--- src/rtl/ssr_pkg.sv ---
// Package for the stream substring replace block.
// Register indexes, sizes and the byte select helper; no dependencies.
`timescale 1ns / 1ps

package ssr_pkg;

   localparam int unsigned MaxStringBytes = 8;
   localparam int unsigned WordBits       = 8 * MaxStringBytes;
   localparam int unsigned LenBits        = 4;
   localparam int unsigned AddrBits       = 5;

   localparam logic [1:0] RegPatternBytes     = 2'd0;
   localparam logic [1:0] RegPatternLength    = 2'd1;
   localparam logic [1:0] RegReplacementBytes = 2'd2;
   localparam logic [1:0] RegReplacementLength = 2'd3;

   typedef logic [WordBits-1:0] word_type;
   typedef logic [LenBits-1:0]  len_type;

   function automatic logic [7:0] byte_at(input word_type word, input logic [2:0] sel);
      byte_at = word[8*sel +: 8];
   endfunction

endpackage

--- src/rtl/stream_substring_replace.sv ---
// Stream substring replace, top level.
// Uses ssr_pkg for register indexes, widths and the byte select helper.
`timescale 1ns / 1ps

// Usage:
//   req_* : input stream, one byte per item, tlast marks end of stream.
//   rsp_* : output stream, tlast marks the last byte caused by one input item.
//   csr_* : APB-style register port, 64-bit data, register i at byte address 8*i
//           (pattern, pattern length, replacement, replacement length).
// Each input item is matched against the pattern byte at the held prefix length.
// A mismatch emits the held prefix and the byte; a full match emits the
// replacement and drops the following replacement length minus one bytes.
// Timing: an item is accepted, then decided in the S_DECIDE state; its 0..8
// result bytes leave one per cycle, when rsp_tready allows, through a single
// output register; the block takes the next item once the last result byte is
// loaded.
// A stalled rsp_tready holds the output register and the sequencer.
// Reset clears the match and skip counts and restores register defaults.
module stream_substring_replace (
   input  logic                          clock,
   input  logic                          reset,
   input  logic                          req_tvalid,
   output logic                          req_tready,
   input  logic [7:0]                    req_tdata,   // [7:0] data_byte
   input  logic                          req_tlast,
   output logic                          rsp_tvalid,
   input  logic                          rsp_tready,
   output logic [7:0]                    rsp_tdata,   // [7:0] out_byte
   output logic                          rsp_tlast,
   input  logic                          csr_psel,
   input  logic                          csr_penable,
   input  logic                          csr_pwrite,
   input  logic [ssr_pkg::AddrBits-1:0]  csr_paddr,
   input  logic [63:0]                   csr_pwdata,
   output logic [63:0]                   csr_prdata,
   output logic                          csr_pready
);

   localparam logic [1:0] S_IDLE   = 2'd0;
   localparam logic [1:0] S_DECIDE = 2'd1;
   localparam logic [1:0] S_EMIT   = 2'd2;

   logic [1:0]             state_ff, state_in;
   ssr_pkg::word_type      pattern_ff, replacement_ff;
   ssr_pkg::len_type       plen_reg_ff, rlen_reg_ff;
   ssr_pkg::len_type       match_ff, match_in;
   ssr_pkg::len_type       skip_ff, skip_in;
   logic [7:0]             data_ff;
   logic                   eos_ff;
   ssr_pkg::len_type       count_ff, count_in;
   logic                   append_ff, append_in;
   logic                   repl_ff, repl_in;
   ssr_pkg::len_type       idx_ff, idx_in;
   logic                   out_valid_ff, out_valid_in;
   logic [7:0]             out_byte_ff, out_byte_in;
   logic                   out_last_ff, out_last_in;

   ssr_pkg::len_type       plen, rlen, match_sat, match_next, total;
   logic                   csr_write, load;
   ssr_pkg::word_type      src_word;
   logic [7:0]             sel_byte;

   assign csr_pready = 1'b1;
   assign csr_write  = csr_psel & csr_penable & csr_pwrite & csr_pready;

   always_comb begin
      unique case (csr_paddr[4:3])
         ssr_pkg::RegPatternBytes:     csr_prdata = pattern_ff;
         ssr_pkg::RegPatternLength:    csr_prdata = {60'd0, plen_reg_ff};
         ssr_pkg::RegReplacementBytes: csr_prdata = replacement_ff;
         default:                      csr_prdata = {60'd0, rlen_reg_ff};
      endcase
   end

   always_ff @(posedge clock) begin
      if (reset) begin
         pattern_ff     <= '0;
         plen_reg_ff    <= 4'd1;
         replacement_ff <= '0;
         rlen_reg_ff    <= '0;
      end else if (csr_write) begin
         unique case (csr_paddr[4:3])
            ssr_pkg::RegPatternBytes:     pattern_ff     <= csr_pwdata;
            ssr_pkg::RegPatternLength:    plen_reg_ff    <= csr_pwdata[3:0];
            ssr_pkg::RegReplacementBytes: replacement_ff <= csr_pwdata;
            default:                      rlen_reg_ff    <= csr_pwdata[3:0];
         endcase
      end
   end

   // effective lengths
   always_comb begin
      if (plen_reg_ff == 4'd0)
         plen = 4'd1;
      else if (plen_reg_ff > 4'(ssr_pkg::MaxStringBytes))
         plen = 4'(ssr_pkg::MaxStringBytes);
      else
         plen = plen_reg_ff;
      rlen = (rlen_reg_ff > 4'(ssr_pkg::MaxStringBytes)) ?
             4'(ssr_pkg::MaxStringBytes) : rlen_reg_ff;
      match_sat  = (match_ff > plen - 4'd1) ? plen - 4'd1 : match_ff;
      match_next = match_sat + 4'd1;
   end

   assign req_tready = (state_ff == S_IDLE);
   assign total      = count_ff + {3'd0, append_ff};
   assign load       = (state_ff == S_EMIT) && (!out_valid_ff || rsp_tready);

   // shared byte selector for the emitted pattern and replacement bytes
   assign src_word = repl_ff ? replacement_ff : pattern_ff;
   assign sel_byte = ssr_pkg::byte_at(src_word, idx_ff[2:0]);

   always_comb begin
      state_in     = state_ff;
      match_in     = match_ff;
      skip_in      = skip_ff;
      count_in     = count_ff;
      append_in    = append_ff;
      repl_in      = repl_ff;
      idx_in       = idx_ff;
      out_valid_in = out_valid_ff && !rsp_tready;
      out_byte_in  = out_byte_ff;
      out_last_in  = out_last_ff;
      unique case (state_ff)
         S_IDLE: begin
            if (req_tvalid) state_in = S_DECIDE;
         end
         S_DECIDE: begin
            count_in  = '0;
            append_in = 1'b0;
            repl_in   = 1'b0;
            idx_in    = '0;
            match_in  = match_sat;
            if (skip_ff != 4'd0) begin
               skip_in = skip_ff - 4'd1;
            end else if (data_ff != ssr_pkg::byte_at(pattern_ff, match_sat[2:0])) begin
               count_in  = match_sat;
               append_in = 1'b1;
               match_in  = '0;
            end else if (match_next == plen) begin
               count_in = rlen;
               repl_in  = 1'b1;
               skip_in  = (rlen != 4'd0) ? rlen - 4'd1 : 4'd0;
               match_in = '0;
            end else begin
               match_in = match_next;
            end
            if (eos_ff) begin
               if (match_in != 4'd0) begin
                  count_in = match_in;
                  repl_in  = 1'b0;
               end
               match_in = '0;
               skip_in  = '0;
            end
            state_in = ((count_in + {3'd0, append_in}) == 4'd0) ? S_IDLE : S_EMIT;
         end
         S_EMIT: begin
            if (load) begin
               out_valid_in = 1'b1;
               out_byte_in  = (idx_ff < count_ff) ? sel_byte : data_ff;
               out_last_in  = (idx_ff + 4'd1 == total);
               idx_in       = idx_ff + 4'd1;
               if (idx_ff + 4'd1 == total) state_in = S_IDLE;
            end
         end
         default: state_in = S_IDLE;
      endcase
   end

   always_ff @(posedge clock) begin
      if (reset) begin
         state_ff     <= S_IDLE;
         match_ff     <= '0;
         skip_ff      <= '0;
         out_valid_ff <= 1'b0;
         count_ff     <= '0;
         append_ff    <= 1'b0;
         repl_ff      <= 1'b0;
         idx_ff       <= '0;
      end else begin
         state_ff     <= state_in;
         match_ff     <= match_in;
         skip_ff      <= skip_in;
         out_valid_ff <= out_valid_in;
         count_ff     <= count_in;
         append_ff    <= append_in;
         repl_ff      <= repl_in;
         idx_ff       <= idx_in;
      end
   end

   always_ff @(posedge clock) begin
      if (req_tvalid && req_tready) begin
         data_ff <= req_tdata;
         eos_ff  <= req_tlast;
      end
      out_byte_ff <= out_byte_in;
      out_last_ff <= out_last_in;
   end

   assign rsp_tvalid = out_valid_ff;
   assign rsp_tdata  = out_byte_ff;
   assign rsp_tlast  = out_last_ff;

endmodule
--- config.mk ---
export PLATFORM = sky130hd
export DESIGN_NAME = stream_substring_replace
export DESIGN_NICKNAME = d
export VERILOG_FILES = /design/src/rtl/ssr_pkg.sv /design/src/rtl/stream_substring_replace.sv
export SDC_FILE = /design/constraint.sdc
export NUM_CORES = 1
export LEC_CHECK = 0
export BUFFER_PORTS_ARGS = -buffer_cell sky130_fd_sc_hd__buf_2
export CAP_MARGIN = 20
export CORE_UTILIZATION = 58
export CTS_CLUSTER_DIAMETER = 50
export DETAILED_ROUTE_END_ITERATION = 12
export PLACE_DENSITY = 0.81
export SLEW_MARGIN = 30
export SYNTH_ARGS = -nofsm -noshare
export SYNTH_HDL_FRONTEND = slang
export SYNTH_SLANG_ARGS = --single-unit
--- constraint.sdc ---
create_clock -name clock -period 6.9 [get_ports clock]
set_clock_uncertainty 0.2 [all_clocks]
set_input_delay 1.38 -clock clock [delete_from_list [all_inputs] [get_ports clock]]
set_output_delay 1.38 -clock clock [all_outputs]
set_load 0.02 [all_outputs]
# == Word level (Yosys, flattened, before mapping) ==
# Index checks and enable logic that the tools add are counted.
# op_classes
add_sub_neg,7
shift,2
bitwise,3
eq_ne,11
n_reduce_logical,24
n_mux,40
magnitude_cmp,4
# op_table
operator,n
$pmux 64 s3,1
$shiftx 64x7->8,2
$mux 4,21
$mux 64,1
$reduce_and 2->1,6
$reduce_bool 4->1,3
$sub 4x1->4 const B,3
$mux 1,10
$add 4x1->4,2
$add 4x1->4 const B,2
$eq 4x4->1,2
$gt 4x4->1 const B,2
$logic_not 4->1,2
$mux 2,4
$mux 8,1
$ne 8x8->1,1
$pmux 4 s2,1
$pmux 2 s3,1
$reduce_and 3->1,2
$eq 2x1->1 const B,2
$eq 2x2->1 const B,2
$gt 4x4->1,1
$logic_not 2->1,2
$lt 4x4->1,1
other kinds (11),16
# totals
input_bits,85
output_inout_bits,76
elab_cells,107
regBits,175

# == Longest topological paths before layout ==
# Gate-level depths: netlist (run 1).
# logic_depth
ltp_word,20
ltp_mapped,28
depth_no_buf,23

# == Worst setup path after synthesis (run 1) ==
# Ideal clock, no wire load.
# synth_timing
path_type,register to register
from,reg plen_reg_ff[3]
to,reg state_ff[1]
stages_incl_launch_ff,28
setup_time_ns,0.093
period_less_slack_ns,5.612
arrival_ns,5.319
required_ns,6.607
path_buffers,5
setup_slack_ns,1.288
path_cell_list,dfxtp_1 -> buf_2 -> clkinv_1 -> and2_1 -> ha_1 -> and3_1 -> buf_6 -> o31a_1 -> o21a_1 -> buf_6 -> o21ai_4 -> inv_2 -> buf_6 -> ha_1 -> a2111o_1 -> o31ai_1 -> or3_1 -> a2111o_1 -> and2_1 -> clkbuf_1 -> and2b_1 -> a31o_2 -> a22o_1 -> ha_1 -> ha_1 -> xnor2_1 -> a211o_1 -> o311ai_2
# synth_via
elab_chain_cells,20
word_cells_on_any_way,29
classes_between,add/sub (3); order compare (2); eq/ne (2); shift (1); mux (18); reduce/logical (3)
# synth_lines
item,line_no,text
"start, declared",stream_substring_replace.sv:45,"ssr_pkg::len_type plen_reg_ff, rlen_reg_ff;"
"start signal, assigned",stream_substring_replace.sv:84,ssr_pkg::RegPatternLength: plen_reg_ff <= csr_pwdata[3:0];
$gt 4x4->1,stream_substring_replace.sv:95,else if (plen_reg_ff > 4'(ssr_pkg::MaxStringBytes))
$mux 4,stream_substring_replace.sv:95,
$mux 4 (*),stream_substring_replace.sv:93,if (plen_reg_ff == 4'd0)
branches (longest 13 deep; another with $sub 4x1->4),n/a,
$add 4x1->4 (*),stream_substring_replace.sv:156,"state_in = ((count_in + {3'd0, append_in}) == 4'd0) ? S_IDLE : S_EMIT;"
$logic_not 4->1 (*),stream_substring_replace.sv:156,
$mux 2 (*),stream_substring_replace.sv:156,
$pmux 2 s3 (*),stream_substring_replace.sv:124,unique case (state_ff)
"end signal, assigned",stream_substring_replace.sv:182,state_ff <= state_in;
"end, declared",stream_substring_replace.sv:43,"logic [1:0] state_ff, state_in;"
# Every way passes the cells marked *. The select of a mux whose other input is x is not followed.
# A chain may end at the register's enable or synchronous reset.

# == Worst setup path in the final report (run 1) ==
# Same ends and word-level chain as after synthesis.

==> key figures, run 1 <==
Run status
  – Status: completed

Critical path
  – Buf/Inv on CP: 2
  – Crit path cell chain: clkinv_1 > and2_1 > ha_1 > nand3_1 > o31a_1 > o21a_1 > o21ai_4 > inv_2 > mux4_2 > xnor2_1 > a2111oi_2 > and3_4 > nor2_1 > a31o_2 > a22o_1 > ha_1 > ha_1 > xnor2_1 > a211o_1 > o311ai_2
  – Delay of the slowest cell on the worst path: between 0.5 and 0.6 ns
  – Crit-path slowest cell: mux4_2
  – Crit end category: flip-flop
  – Worst R2R Start: plen_reg_ff[3]$_SDFFE_PP0P_
  – Crit path required time: just over 7 ns
  – WS Path Type: reg2reg
  – CP dominant cell by count: ha_1
  – Critical path fanouts, max: 11
  – Crit path DAT: ~6.5 ns
  – Crit-path leading delay family: compound AO/OA/AOI/OAI gates
  – CP Launch Type: flip-flop
  – Setup crit start: plen_reg_ff[3]$_SDFFE_PP0P_

STA
  – Setup TNS Final: 0 ns
  – Final hold violations: 0
  – Minimum clock period: about 6.3 ns
  – Fmax: approximately 160 MHz
  – Max-slew violation count: 0
  – RSZ-0062 raised after global routing: false
  – Setup violations, final: 0
  – Worst slew margin: 37.6%
  – Slack of the critical path: between 0.5 and 0.6 ns
  – Final period util: between 90% and 100%
  – Tightest Pin Transition: slightly above 0.9 ns

Detailed routing
  – DRC Markers: 0
  – Routed Wire Length: a little over 30,000 µm
  – Final antenna-violating net count: 0
  – Drt pass-1 iters: 6
  – Vias: 9,488
  – WL per Instance: approximately 20 µm
  – Vias per Instance: between 6 and 7
  – DRT iter0 DRCs: just under 1,000

Synth
  – Fraction of registers with async set/reset: 0%
  – Synthesis Warnings: 0
  – Area contributors post-synth: dfxtp_1, mux4_2, nand2_1, mux2i_1, a21oi_1
  – Yosys cell types: 75
  – Simple-Gate Fraction of Synth Area: approximately a fifth
  – Post-synthesis area per instance: between 8 and 9 µm²
  – #FFs+latches synth: 175
  – Post-synth EDFFs: 18
  – Most used DFF post-synth: dfxtp_1
  – Largest family of logic cells by synthesized area: multiplexers
  – Mux cell area share after synthesis: between 20% and 30%
  – Post-Syn Instances: about 1,200
  – Synth top area share: 30.9%
  – Yosys top cell by area: dfxtp_1
  – Post-synthesis compound-gate area fraction: approximately 16%
  – Synth Area in Adders: roughly 1.8%
  – Syn Std Cell Area: between 10,000 and 15,000 µm²
  – Sequential area share after synthesis: between 30% and 40%
  – Xor/xnor cell area share of the yosys netlist: ~1.6%

CTS
  – Cts bufs inserted: 17
  – Clk buf depth: 2
  – CTS root buffer: clkbuf_16
  – Worst-path clk slew: roughly 0.070 ns
  – CTS tree: done
  – Post_cts resized: 0
  – H-Tree Depth: 4
  – Worst-Skew Late Latency: around 0.45 ns
  – # Post-CTS Setup Buffers: 0
  – Cts hold-fix bufs: 0
  – Clk sink count: 175

Power and ir drop
  – VDD IR max: 0.214 mV
  – Pwr dens: between 150 and 200 nW/µm²
  – Overall power: 0.00229 W
  – Cell leakage power: 4.42 nW

Global routing
  – Vias in the first global route: between 8,000 and 9,000
  – Gr ovfl total: 0
  – Met2 GRT Util: between 50% and 60%
  – Pin count of the biggest net entering global routing: 84
  – First-pass GRT wire length: around 47,000 µm
  – Initial antenna violation count: 1
  – Met3 GRT Util: 7.79%
  – Grt peak-use layer: met2
  – GRT Total Usage: 34.2%
  – GR Util met1: 44.6%

Place
  – Port Buf Inserts: 156
  – Post-DP HPWL: roughly 21,000 µm
  – Worst slack, placed: ~0.73 ns
  – Placed insts: between 1,000 and 1,500
  – RD Place Congestion: approximately 0.91

Floorplan
  – Die height: roughly 130 µm
  – Initial core utilization: 59.0%
  – IO Pins: between 150 and 200
  – DIE WIDTH: between 100 and 150 µm
  – Core area: 17,200 µm²
  – DIE AREA: 18,100 µm²
  – Num rows: 48

Final layout
  – Number of standard cells in the final layout excluding fillers: between 1,500 and 2,000
  – Post-layout util: around two thirds
  – Share of cells above drive strength 1: 21.9%
  – Fillers: 1,367
  – Final-stage net count: ~1,400
  – Area growth syn-to-layout: 13.8%

Run
  – Number of max-cap violations: 0

Hold path
  – Hold Crit Start: replacement_ff[34]$_SDFFE_PP0P_
  – Worst hold path type: reg2reg
==> registers in the layout (all words and copies together), names as in the netlist, 8 cells and up <==
| name | cells |
|---|---|
| data_ff | 8 |
| pattern_ff | 64 |
| replacement_ff | 64 |
| rsp_tdata | 8 |
==> worst register-to-register path, delay by kind of cell, from the launching register on <==
family / cells / cell delay [ns]
adders and majority gates: 3 / 0.77
xor gates and xnor gates: 2 / 0.27
buffers and inverters: 2 / 0.63
DFF: 1 / 0.54
and+or+nand+nor: 4 / 1.01
AOI/OAI and AO/OA: 8 / 2.25
muxes: 1 / 0.56
==> worst paths after layout <==
kind                                           to  cells past startpoint  slack, ns
setup / recovery         state_ff[1]$_SDFFE_PP0P_                     20       0.59
hold / removal    replacement_ff[34]$_SDFFE_PP0P_                      2       0.27
setup reg to reg         state_ff[1]$_SDFFE_PP0P_                     20       0.59
hold reg to reg   replacement_ff[34]$_SDFFE_PP0P_                      2       0.27
==> placed cells by master, fill, tap and decap left out, types with 4 or more instances in the layout <==
cell | synthesis | routed
buf_4 | 3 | 17
xnor2_1 | 13 | 13
and3_1 | 5 | 5
o211ai_1 | 9 | 9
clkbuf_16 | 0 | 17
o2111ai_1 | 4 | 4
nand2b_1 | 9 | 9
mux2i_1 | 90 | 90
inv_1 | 18 | 18
dfxtp_1 | 157 | 156
a21oi_1 | 148 | 148
a211oi_1 | 4 | 4
mux2_2 | 8 | 8
nand2_1 | 280 | 279
edfxtp_1 | 18 | 18
o21ai_0 | 19 | 19
nand3_1 | 15 | 15
mux4_2 | 47 | 47
o21bai_1 | 4 | 4
buf_2 | 5 | 154
nor2b_1 | 10 | 10
inv_6 | 0 | 4
nor4_1 | 6 | 6
a22oi_1 | 6 | 6
a211o_1 | 5 | 5
nor2_1 | 92 | 92
ha_1 | 15 | 15
or2_2 | 4 | 4
xor2_1 | 5 | 5
nor3_1 | 13 | 12
or3_1 | 8 | 7
o311ai_0 | 8 | 8
==> synth_stat cells (5+ instances only) <==
master,instances
nand2_1,280
dfxtp_1,157
a21oi_1,148
nor2_1,92
mux2i_1,90
clkbuf_1,64
mux4_2,47
o21ai_0,19
edfxtp_1,18
inv_1,18
ha_1,15
nand3_1,15
buf_1,13
nor3_1,13
xnor2_1,13
nor2b_1,10
nand2b_1,9
o211ai_1,9
mux2_2,8
o311ai_0,8
or3_1,8
a22oi_1,6
nor4_1,6
a211o_1,5
and3_1,5
buf_2,5
xor2_1,5
==> stage by stage <==
| stage | area (µm²) | hold slack, ns |
|---|---|---|
| detailed placement | 11000 | 0.261 |
| global placement | 11000 | 0.253 |
| finish | 11600 | 0.273 |
| global route | 11600 | 0.288 |
| CTS | 11600 | 0.269 |
| floorplan | 10200 | 0.240 |
==> layer usage <==
layer	routed length, µm	part of all wire (%)
met1	12100	40
met2	14300	47
met3	2810	9.2
met4	1180	3.9
met5	0	0
==> kinds of logic after synthesis <==
group / count (synthesis)
and+or+nand+nor: 461
AOI/OAI and AO/OA: 250
DFF: 175
muxes: 148
buffers and inverters: 111
xor gates and xnor gates: 18
adders and majority gates: 15
other: 1
==> final cells by class <==
class	instances	area (µm²)	share of cell area, %
antenna	1	2.50	0.0216
clock buffer	17	425	3.68
clock inverter	14	174	1.50
inverter	20	75.1	0.649
multi-input combinational	894	6030	52.1
sequential	175	3680	31.8
tap	225	282	2.43
timing repair buffer	171	898	7.76
==> report_power, final <==
part / switching, W / internal (W)
registers: 0.0000234 / 0.00105
logic: 0.000135 / 0.0000846
clock network: 0.000451 / 0.000545
(Power assumes the default switching activity.)
==> run 2, diff against run 1 <==
--- a/config.mk
+++ b/config.mk
@@ -7,10 +7,12 @@
 export LEC_CHECK = 0
 export BUFFER_PORTS_ARGS = -buffer_cell sky130_fd_sc_hd__buf_2
 export CAP_MARGIN = 20
-export CORE_UTILIZATION = 58
+export CELL_PAD_IN_SITES_DETAIL_PLACEMENT = 1
+export CELL_PAD_IN_SITES_GLOBAL_PLACEMENT = 1
+export CORE_UTILIZATION = 43
 export CTS_CLUSTER_DIAMETER = 50
 export DETAILED_ROUTE_END_ITERATION = 12
-export PLACE_DENSITY = 0.81
+export PLACE_DENSITY_LB_ADDON = 0.1
 export SLEW_MARGIN = 30
 export SYNTH_ARGS = -nofsm -noshare
 export SYNTH_HDL_FRONTEND = slang
==> run 2 against run 1 <==
Sequential share of layout area is 0.42 points lower. First-iteration DRC count is 31% lower. Hold slack better by 0.0037 ns. Flip-flop and latch count stayed put. Final cell count is 5.9% higher. Die area is 34% higher. Clock-buffer cell count is 2 higher. Fmax is 0.71% higher. Non-clock buffer count is 2 higher. Routed wire length is 17% higher. Critical endpoint unchanged. Largest cell class unchanged. Largest power group unchanged. Highest routed layer is now met5.
==> key figures, run 2 (synthesis gave the netlist of run 1 again) <==
STA
  – Max-slew violation count: 0 (unchanged)
  – Setup TNS Final: 0 ns (unchanged)
  – Minimum clock period: 6.27 ns (was 6.32 ns)
  – Final period util: 90.9% (was 91.5%)
  – Worst slew margin: 36.8% (was 37.6%)
  – Fmax: 159 MHz (was 158 MHz)
  – Final hold violations: 0 (unchanged)
  – RSZ-0062 raised after global routing: false (unchanged)
  – Setup violations, final: 0 (unchanged)
  – Tightest Pin Transition: 0.947 ns (was 0.934 ns)

Place
  – Post-DP HPWL: 24,800 µm (was 20,900 µm)
  – Placed insts: 1,575 (was 1,485)
  – RD Place Congestion: 0.919 (was 0.913)
  – Port Buf Inserts: 156 (unchanged)

CTS
  – Clk buf depth: 2 (unchanged)
  – Post_cts resized: 0 (unchanged)
  – Clk sink count: 175 (unchanged)
  – Cts hold-fix bufs: 0 (unchanged)
  – Worst-Skew Late Latency: 0.45 ns (about the same)
  – # Post-CTS Setup Buffers: 0 (unchanged)
  – CTS tree: done (unchanged)
  – CTS root buffer: clkbuf_16 (unchanged)
  – Cts bufs inserted: 17 (unchanged)
  – Worst-path clk slew: 0.07 ns (about the same)
  – H-Tree Depth: 4 (unchanged)

Detailed routing
  – Top sig layer: met5 (was met4)
  – DRT met1 WL: 15,700 µm (was 12,100 µm)
  – Vias: 9,347 (was 9,488)
  – WL met3: 1710 µm (was 2810 µm)
  – Routed Wire Length: 35,700 µm (was 30,500 µm)
  – DRC Markers: 0 (unchanged)
  – Drt pass-1 iters: 5 (was 6)
  – Vias per Instance: 5.82 (was 6.25)
  – Final antenna-violating net count: 0 (unchanged)
  – DRT iter0 DRCs: 683 (was 986)
  – WL met2: 17,500 µm (was 14,300 µm)
  – WL per Instance: 22.2 µm (was 20.1 µm)

Critical path
  – Crit end category: flip-flop (unchanged)
  – Crit path required time: 7.05 ns (about the same)
  – Reg2Reg Depth: 20 (unchanged)
  – Critical path fanouts, max: 11 (unchanged)
  – Crit-path slowest cell: mux4_1 (was mux4_2)
  – Crit-path leading delay family: compound AO/OA/AOI/OAI gates (unchanged)
  – Crit path DAT: 6.42 ns (was 6.46 ns)
  – Delay of the slowest cell on the worst path: 0.67 ns (was 0.55 ns)
  – Crit path depth: 20 (unchanged)
  – CP dominant cell by count: ha_1 (unchanged)
  – Crit Reg-Reg Endpoint: state_ff[1]$_SDFFE_PP0P_ (unchanged)
  – Worst R2R Start: plen_reg_ff[3]$_SDFFE_PP0P_ (unchanged)
  – Crit path cell chain: clkinv_1 > and2_1 > ha_1 > and3_1 > nor2_1 > o21a_1 > o21ai_4 > inv_2 > mux4_1 > xnor2_1 > a311o_1 > and3_4 > and2b_1 > a31o_2 > a22o_1 > ha_1 > ha_1 > xnor2_1 > a211o_1 > o311ai_2 (was clkinv_1 > and2_1 > ha_1 > nand3_1 > o31a_1 > o21a_1 > o21ai_4 > inv_2 > mux4_2 > xnor2_1 > a2111oi_2 > and3_4 > nor2_1 > a31o_2 > a22o_1 > ha_1 > ha_1 > xnor2_1 > a211o_1 > o311ai_2)
  – Buf/Inv on CP: 2 (unchanged)
  – CP Launch Type: flip-flop (unchanged)
  – WS Path Type: reg2reg (unchanged)
  – FF-to-FF setup slack: 0.63 ns (was 0.59 ns)

Global routing
  – Gr ovfl total: 0 (unchanged)
  – GRT Total Usage: 30.3% (was 34.2%)
  – First-pass GRT wire length: 55,400 µm (was 47,500 µm)
  – Initial antenna violation count: 1 (unchanged)
  – Vias in the first global route: 9,481 (was 8,937)
  – Pin count of the biggest net entering global routing: 81 (was 84)

Final layout
  – Top flop regs: pattern_ff x64, replacement_ff x64 (unchanged)
  – Most frequent cells in the layout: nand2_1, dfxtp_1, buf_2 (unchanged)
  – Number of standard cells in the final layout excluding fillers: 1,607 (was 1,517)
  – Final-stage net count: 1,381 (was 1,379)
  – Diodes inserted: 0 (was 1)
  – Share of cells above drive strength 1: 22.1% (was 21.9%)
  – Most common cell after layout, fill and taps aside: nand2_1 (unchanged)
  – Area growth syn-to-layout: 15.4% (was 13.8%)

Floorplan
  – DIE AREA: 24,300 µm² (was 18,100 µm²)
  – Num rows: 55 (was 48)
  – Initial core utilization: 44.4% (was 59.0%)
  – Die height: 156 µm (was 134 µm)
  – Core area: 22,900 µm² (was 17,200 µm²)
  – DIE WIDTH: 156 µm (was 134 µm)
  – IO Pins: 161 (unchanged)

Hold path
  – Hold Crit Start: replacement_ff[43]$_SDFFE_PP0P_ (was replacement_ff[34]$_SDFFE_PP0P_)
  – Worst-case hold path end point: replacement_ff[43]$_SDFFE_PP0P_ (was replacement_ff[34]$_SDFFE_PP0P_)
  – Hold path depth: 2 (unchanged)
  – Worst hold path type: reg2reg (unchanged)

Power and ir drop
  – Cell leakage power: 4.45 nW (was 4.42 nW)
  – VDD IR max: 0.146 mV (was 0.214 mV)
  – Pwr dens: 198 nW/µm² (about the same)

Run
  – Number of max-cap violations: 0 (unchanged)

Run status
  – Status: completed (unchanged)
## run 2: worst max-delay path by stage
| stage | from | end | slack, ns |
|---|---|---|---|
| 2_1_floorplan | plen_reg_ff[3]$_SDFFE_PP0P_ | state_ff[1]$_SDFFE_PP0P_ | 1.29 |
| 3_3_place_gp | plen_reg_ff[3]$_SDFFE_PP0P_ | state_ff[1]$_SDFFE_PP0P_ | 0.84 |
| 3_5_place_dp | plen_reg_ff[3]$_SDFFE_PP0P_ | state_ff[1]$_SDFFE_PP0P_ | 0.76 |
| 4_1_cts | plen_reg_ff[3]$_SDFFE_PP0P_ | state_ff[1]$_SDFFE_PP0P_ | 0.70 |
| 5_1_grt | plen_reg_ff[3]$_SDFFE_PP0P_ | state_ff[1]$_SDFFE_PP0P_ | 0.32 |
| 6_report | plen_reg_ff[3]$_SDFFE_PP0P_ | state_ff[1]$_SDFFE_PP0P_ | 0.63 |
## run 2: power by group
group | total, W | switching, W | internal (W) | leakage (nW)
logic | 0.000231 | 0.000145 | 0.0000858 | 2.71
clock network | 0.00102 | 0.000477 | 0.000541 | 0.302
registers | 0.00108 | 0.0000229 | 0.00105 | 1.44
total | 0.00232 | 0.000645 | 0.00168 | 4.45
## run 2: layout make-up
cell class	instances	area, µm²
Sequential cell	175	3680
Inverter	20	75.1
Fill cell	2771	11200
Clock buffer	19	454
Tap cell	313	392
Multi-Input combinational cell	894	6040
Clock inverter	13	165
Timing Repair Buffer	173	913
## run 2: worst register-to-register path, cell delays in order, from the launching register on
cell and delay (ns):
dfxtp_1 0.53, clkinv_1 0.35, and2_1 0.25, ha_1 0.33, and3_1 0.27, nor2_1 0.34
o21a_1 0.42, o21ai_4 0.08, inv_2 0.23, mux4_1 0.67, xnor2_1 0.16, a311o_1 0.42
and3_4 0.23, and2b_1 0.21, a31o_2 0.27, a22o_1 0.24, ha_1 0.25, ha_1 0.21
xnor2_1 0.13, a211o_1 0.31, o311ai_2 0.08
## run 2: metrics by stage
step | utilization [%] | area, µm² | worst slack, ns | hold slack, ns | total power [W]
3_3_place_gp | 48.5 | 11100 | 0.838 | 0.254 | 0.00132
3_5_place_dp | 48.5 | 11100 | 0.756 | 0.267 | 0.00133
5_1_grt | 51.2 | 11700 | 0.324 | 0.290 | 0.00240
4_1_cts | 51.2 | 11700 | 0.699 | 0.277 | 0.00234
6_report | 51.2 | 11700 | 0.630 | 0.277 | 0.00232
2_1_floorplan | - | 10200 | 1.29 | 0.240 | 0.00124
## run 2: per-layer routing
| layer | track usage [%] | up-vias |
|---|---|---|
| li1 | - | 4382 |
| met1 | 39.9 | 4643 |
| met2 | 50.8 | 267 |
| met3 | 4.53 | 53 |
| met4 | 9.85 | 2 |
| met5 | 0 | - |
==> run 3, diff against run 2 <==
--- a/config.mk
+++ b/config.mk
@@ -9,8 +9,8 @@
 export CAP_MARGIN = 20
 export CELL_PAD_IN_SITES_DETAIL_PLACEMENT = 1
 export CELL_PAD_IN_SITES_GLOBAL_PLACEMENT = 1
+export CORE_ASPECT_RATIO = 1.1
 export CORE_UTILIZATION = 43
-export CTS_CLUSTER_DIAMETER = 50
 export DETAILED_ROUTE_END_ITERATION = 12
 export PLACE_DENSITY_LB_ADDON = 0.1
 export SLEW_MARGIN = 30
==> run 3 against run 2 <==
Sequential power barely moved. Via count fell by 0.33%. Non-clock buffer count decreased by 1. Hold slack worse by 0.0048 ns. Global-route usage down 0.63 points. Sequential share of layout area grew 0.13 points. Flip-flop and latch count unchanged. Utilization fell by 0.41 points. Critical endpoint unchanged. Largest power group unchanged.
==> key figures, run 3 (synthesis gave the netlist of run 1 again) <==
Global routing
  – Pin count of the biggest net entering global routing: 99 (was 81)
  – Vias in the first global route: 9,471 (was 9,481)
  – GRT Total Usage: 29.6% (was 30.3%)
  – Gr ovfl total: 0 (unchanged)
  – Initial antenna violation count: 1 (unchanged)
  – First-pass GRT wire length: 54,600 µm (was 55,400 µm)

Final layout
  – Area growth syn-to-layout: 14.9% (was 15.4%)
  – Most frequent cells in the layout: nand2_1, dfxtp_1, buf_2 (unchanged)
  – Top flop regs: pattern_ff x64, replacement_ff x64 (unchanged)
  – Share of cells above drive strength 1: 22.1% (about the same)
  – Most common cell after layout, fill and taps aside: nand2_1 (unchanged)
  – Fillers: 2,752 (was 2,771)
  – Final-stage net count: 1,380 (was 1,381)
  – Diodes inserted: 0 (unchanged)
  – Number of standard cells in the final layout excluding fillers: 1,592 (was 1,607)

Critical path
  – Crit-path slowest cell: mux4_2 (was mux4_1)
  – Crit end category: flip-flop (unchanged)
  – Crit Reg-Reg Endpoint: state_ff[1]$_SDFFE_PP0P_ (unchanged)
  – Delay of the slowest cell on the worst path: 0.56 ns (was 0.67 ns)
  – Buf/Inv on CP: 2 (unchanged)
  – FF-to-FF setup slack: 0.69 ns (was 0.63 ns)
  – CP dominant cell by count: ha_1 (unchanged)
  – WS Path Type: reg2reg (unchanged)
  – Crit-path leading delay family: compound AO/OA/AOI/OAI gates (unchanged)
  – Reg2Reg Depth: 20 (unchanged)
  – Crit path DAT: 6.35 ns (was 6.42 ns)
  – Crit path cell chain: clkinv_1 > and2_1 > ha_1 > and3_1 > nor2_1 > o21a_1 > o21ai_4 > inv_2 > mux4_2 > xnor2_1 > a2111oi_2 > and3_4 > nor2_1 > a31o_2 > a22o_1 > ha_1 > ha_1 > xnor2_1 > a211o_1 > o311ai_2 (was clkinv_1 > and2_1 > ha_1 > and3_1 > nor2_1 > o21a_1 > o21ai_4 > inv_2 > mux4_1 > xnor2_1 > a311o_1 > and3_4 > and2b_1 > a31o_2 > a22o_1 > ha_1 > ha_1 > xnor2_1 > a211o_1 > o311ai_2)
  – CP Launch Type: flip-flop (unchanged)
  – Critical path fanouts, max: 11 (unchanged)
  – Crit path required time: 7.05 ns (about the same)
  – Worst R2R Start: plen_reg_ff[3]$_SDFFE_PP0P_ (unchanged)

Place
  – Port Buf Inserts: 156 (unchanged)
  – Post-DP HPWL: 24,300 µm (was 24,800 µm)
  – RD Place Congestion: 0.938 (was 0.919)
  – Placed insts: 1,561 (was 1,575)
  – Worst slack, placed: 0.805 ns (was 0.756 ns)

Hold path
  – Hold path depth: 2 (unchanged)
  – Worst-case hold path end point: append_ff$_SDFFE_PP0P_ (was replacement_ff[43]$_SDFFE_PP0P_)
  – Hold Crit Start: append_ff$_SDFFE_PP0P_ (was replacement_ff[43]$_SDFFE_PP0P_)
  – Worst hold path type: reg2reg (unchanged)

STA
  – Minimum clock period: 6.21 ns (was 6.27 ns)
  – Setup TNS Final: 0 ns (unchanged)
  – Max-slew violation count: 0 (unchanged)
  – Worst slew margin: 41.4% (was 36.8%)
  – Setup violations, final: 0 (unchanged)
  – Fmax: 161 MHz (was 159 MHz)
  – Hold slack: 0.272 ns (was 0.277 ns)
  – Final hold violations: 0 (unchanged)
  – Slack of the critical path: 0.692 ns (was 0.630 ns)
  – RSZ-0062 raised after global routing: false (unchanged)
  – Final period util: 90.0% (was 90.9%)
  – Tightest Pin Transition: 0.878 ns (was 0.947 ns)

CTS
  – CTS tree: done (unchanged)
  – Cts bufs inserted: 17 (unchanged)
  – # Post-CTS Setup Buffers: 0 (unchanged)
  – Worst-Skew Late Latency: 0.45 ns (about the same)
  – H-Tree Depth: 4 (unchanged)
  – Post_cts resized: 0 (unchanged)
  – Clk buf depth: 2 (unchanged)
  – Worst-path clk slew: 0.08 ns (was 0.07 ns)
  – CTS root buffer: clkbuf_16 (unchanged)
  – Clk sink count: 175 (unchanged)
  – Cts hold-fix bufs: 0 (unchanged)

Detailed routing
  – DRC Markers: 0 (unchanged)
  – Final antenna-violating net count: 0 (unchanged)
  – Vias per Instance: 5.85 (was 5.82)
  – DRT iter0 DRCs: 579 (was 683)
  – Routed Wire Length: 35,000 µm (was 35,700 µm)
  – WL per Instance: 22.0 µm (was 22.2 µm)
  – Vias: 9,316 (was 9,347)
  – Drt pass-1 iters: 5 (unchanged)

Run
  – Number of max-cap violations: 0 (unchanged)

Floorplan
  – DIE WIDTH: 149 µm (was 156 µm)
  – Core area: 23,000 µm² (was 22,900 µm²)
  – DIE AREA: 24,300 µm² (unchanged)
  – IO Pins: 161 (unchanged)
  – Num rows: 58 (was 55)
  – Initial core utilization: 44.2% (was 44.4%)
  – Die height: 163 µm (was 156 µm)

Power and ir drop
  – VDD IR max: 0.155 mV (was 0.146 mV)
  – Pwr dens: 196 nW/µm² (was 198 nW/µm²)
  – Overall power: 0.00229 W (was 0.00232 W)
  – Cell leakage power: 4.43 nW (was 4.45 nW)

Run status
  – Status: completed (unchanged)
==> run 3: worst reg2reg max path, cell delays in order (launching register included) <==
cell and delay, ns:
dfxtp_1 0.55, clkinv_1 0.35, and2_1 0.24, ha_1 0.34
and3_1 0.26, nor2_1 0.33, o21a_1 0.43, o21ai_4 0.08
inv_2 0.25, mux4_2 0.56, xnor2_1 0.15, a2111oi_2 0.54
and3_4 0.36, nor2_1 0.06, a31o_2 0.23, a22o_1 0.23
ha_1 0.24, ha_1 0.20, xnor2_1 0.12, a211o_1 0.30
o311ai_2 0.07
==> run 3: layer usage <==
metal | part of all wire (%) | wire, µm | up-vias | track usage, %
met5 | 0.029 | 10 | - | 0
met4 | 3.3 | 1150 | 2 | 11.9
met3 | 4.1 | 1420 | 64 | 4.44
met2 | 49 | 17000 | 239 | 49.4
met1 | 44 | 15400 | 4632 | 38.4
li1 | - | - | 4379 | -
==> run 3: through the flow <==
stage	utilization (%)	area [µm²]
after floorplan	-	10200
after global placement	48.1	11100
after detailed placement	48.2	11100
after CTS	50.7	11700
after global routing	50.8	11700
final	50.8	11700
==> run 3: worst max path at each step <==
stage	start	endpoint	slack, ns	depth (start not counted)
floorplan	plen_reg_ff[3]$_SDFFE_PP0P_	state_ff[1]$_SDFFE_PP0P_	1.29	27
global placement	plen_reg_ff[3]$_SDFFE_PP0P_	state_ff[1]$_SDFFE_PP0P_	0.82	20
detailed placement	plen_reg_ff[3]$_SDFFE_PP0P_	state_ff[1]$_SDFFE_PP0P_	0.81	20
CTS	plen_reg_ff[3]$_SDFFE_PP0P_	state_ff[1]$_SDFFE_PP0P_	0.75	20
global route	plen_reg_ff[1]$_SDFFE_PP0P_	state_ff[1]$_SDFFE_PP0P_	0.33	24
finish	plen_reg_ff[3]$_SDFFE_PP0P_	state_ff[1]$_SDFFE_PP0P_	0.69	20
==> run 3: power breakdown <==
group	internal, W	switching, W	leakage (nW)	total [W]
Combinational	0.0000858	0.000140	2.70	0.000226
Clock	0.000504	0.000482	0.292	0.000986
Sequential	0.00105	0.0000248	1.44	0.00108
Total	0.00164	0.000647	4.43	0.00229
==> run 3: cell type report <==
cell class	instances	area [µm²]	share of cell area [%]
Multi-Input combinational cell	894	6040	51.7
Sequential cell	175	3680	31.5
Timing Repair Buffer	172	910	7.79
Clock buffer	18	450	3.86
Tap cell	300	375	3.21
Clock inverter	13	146	1.25
Inverter	20	75.1	0.643
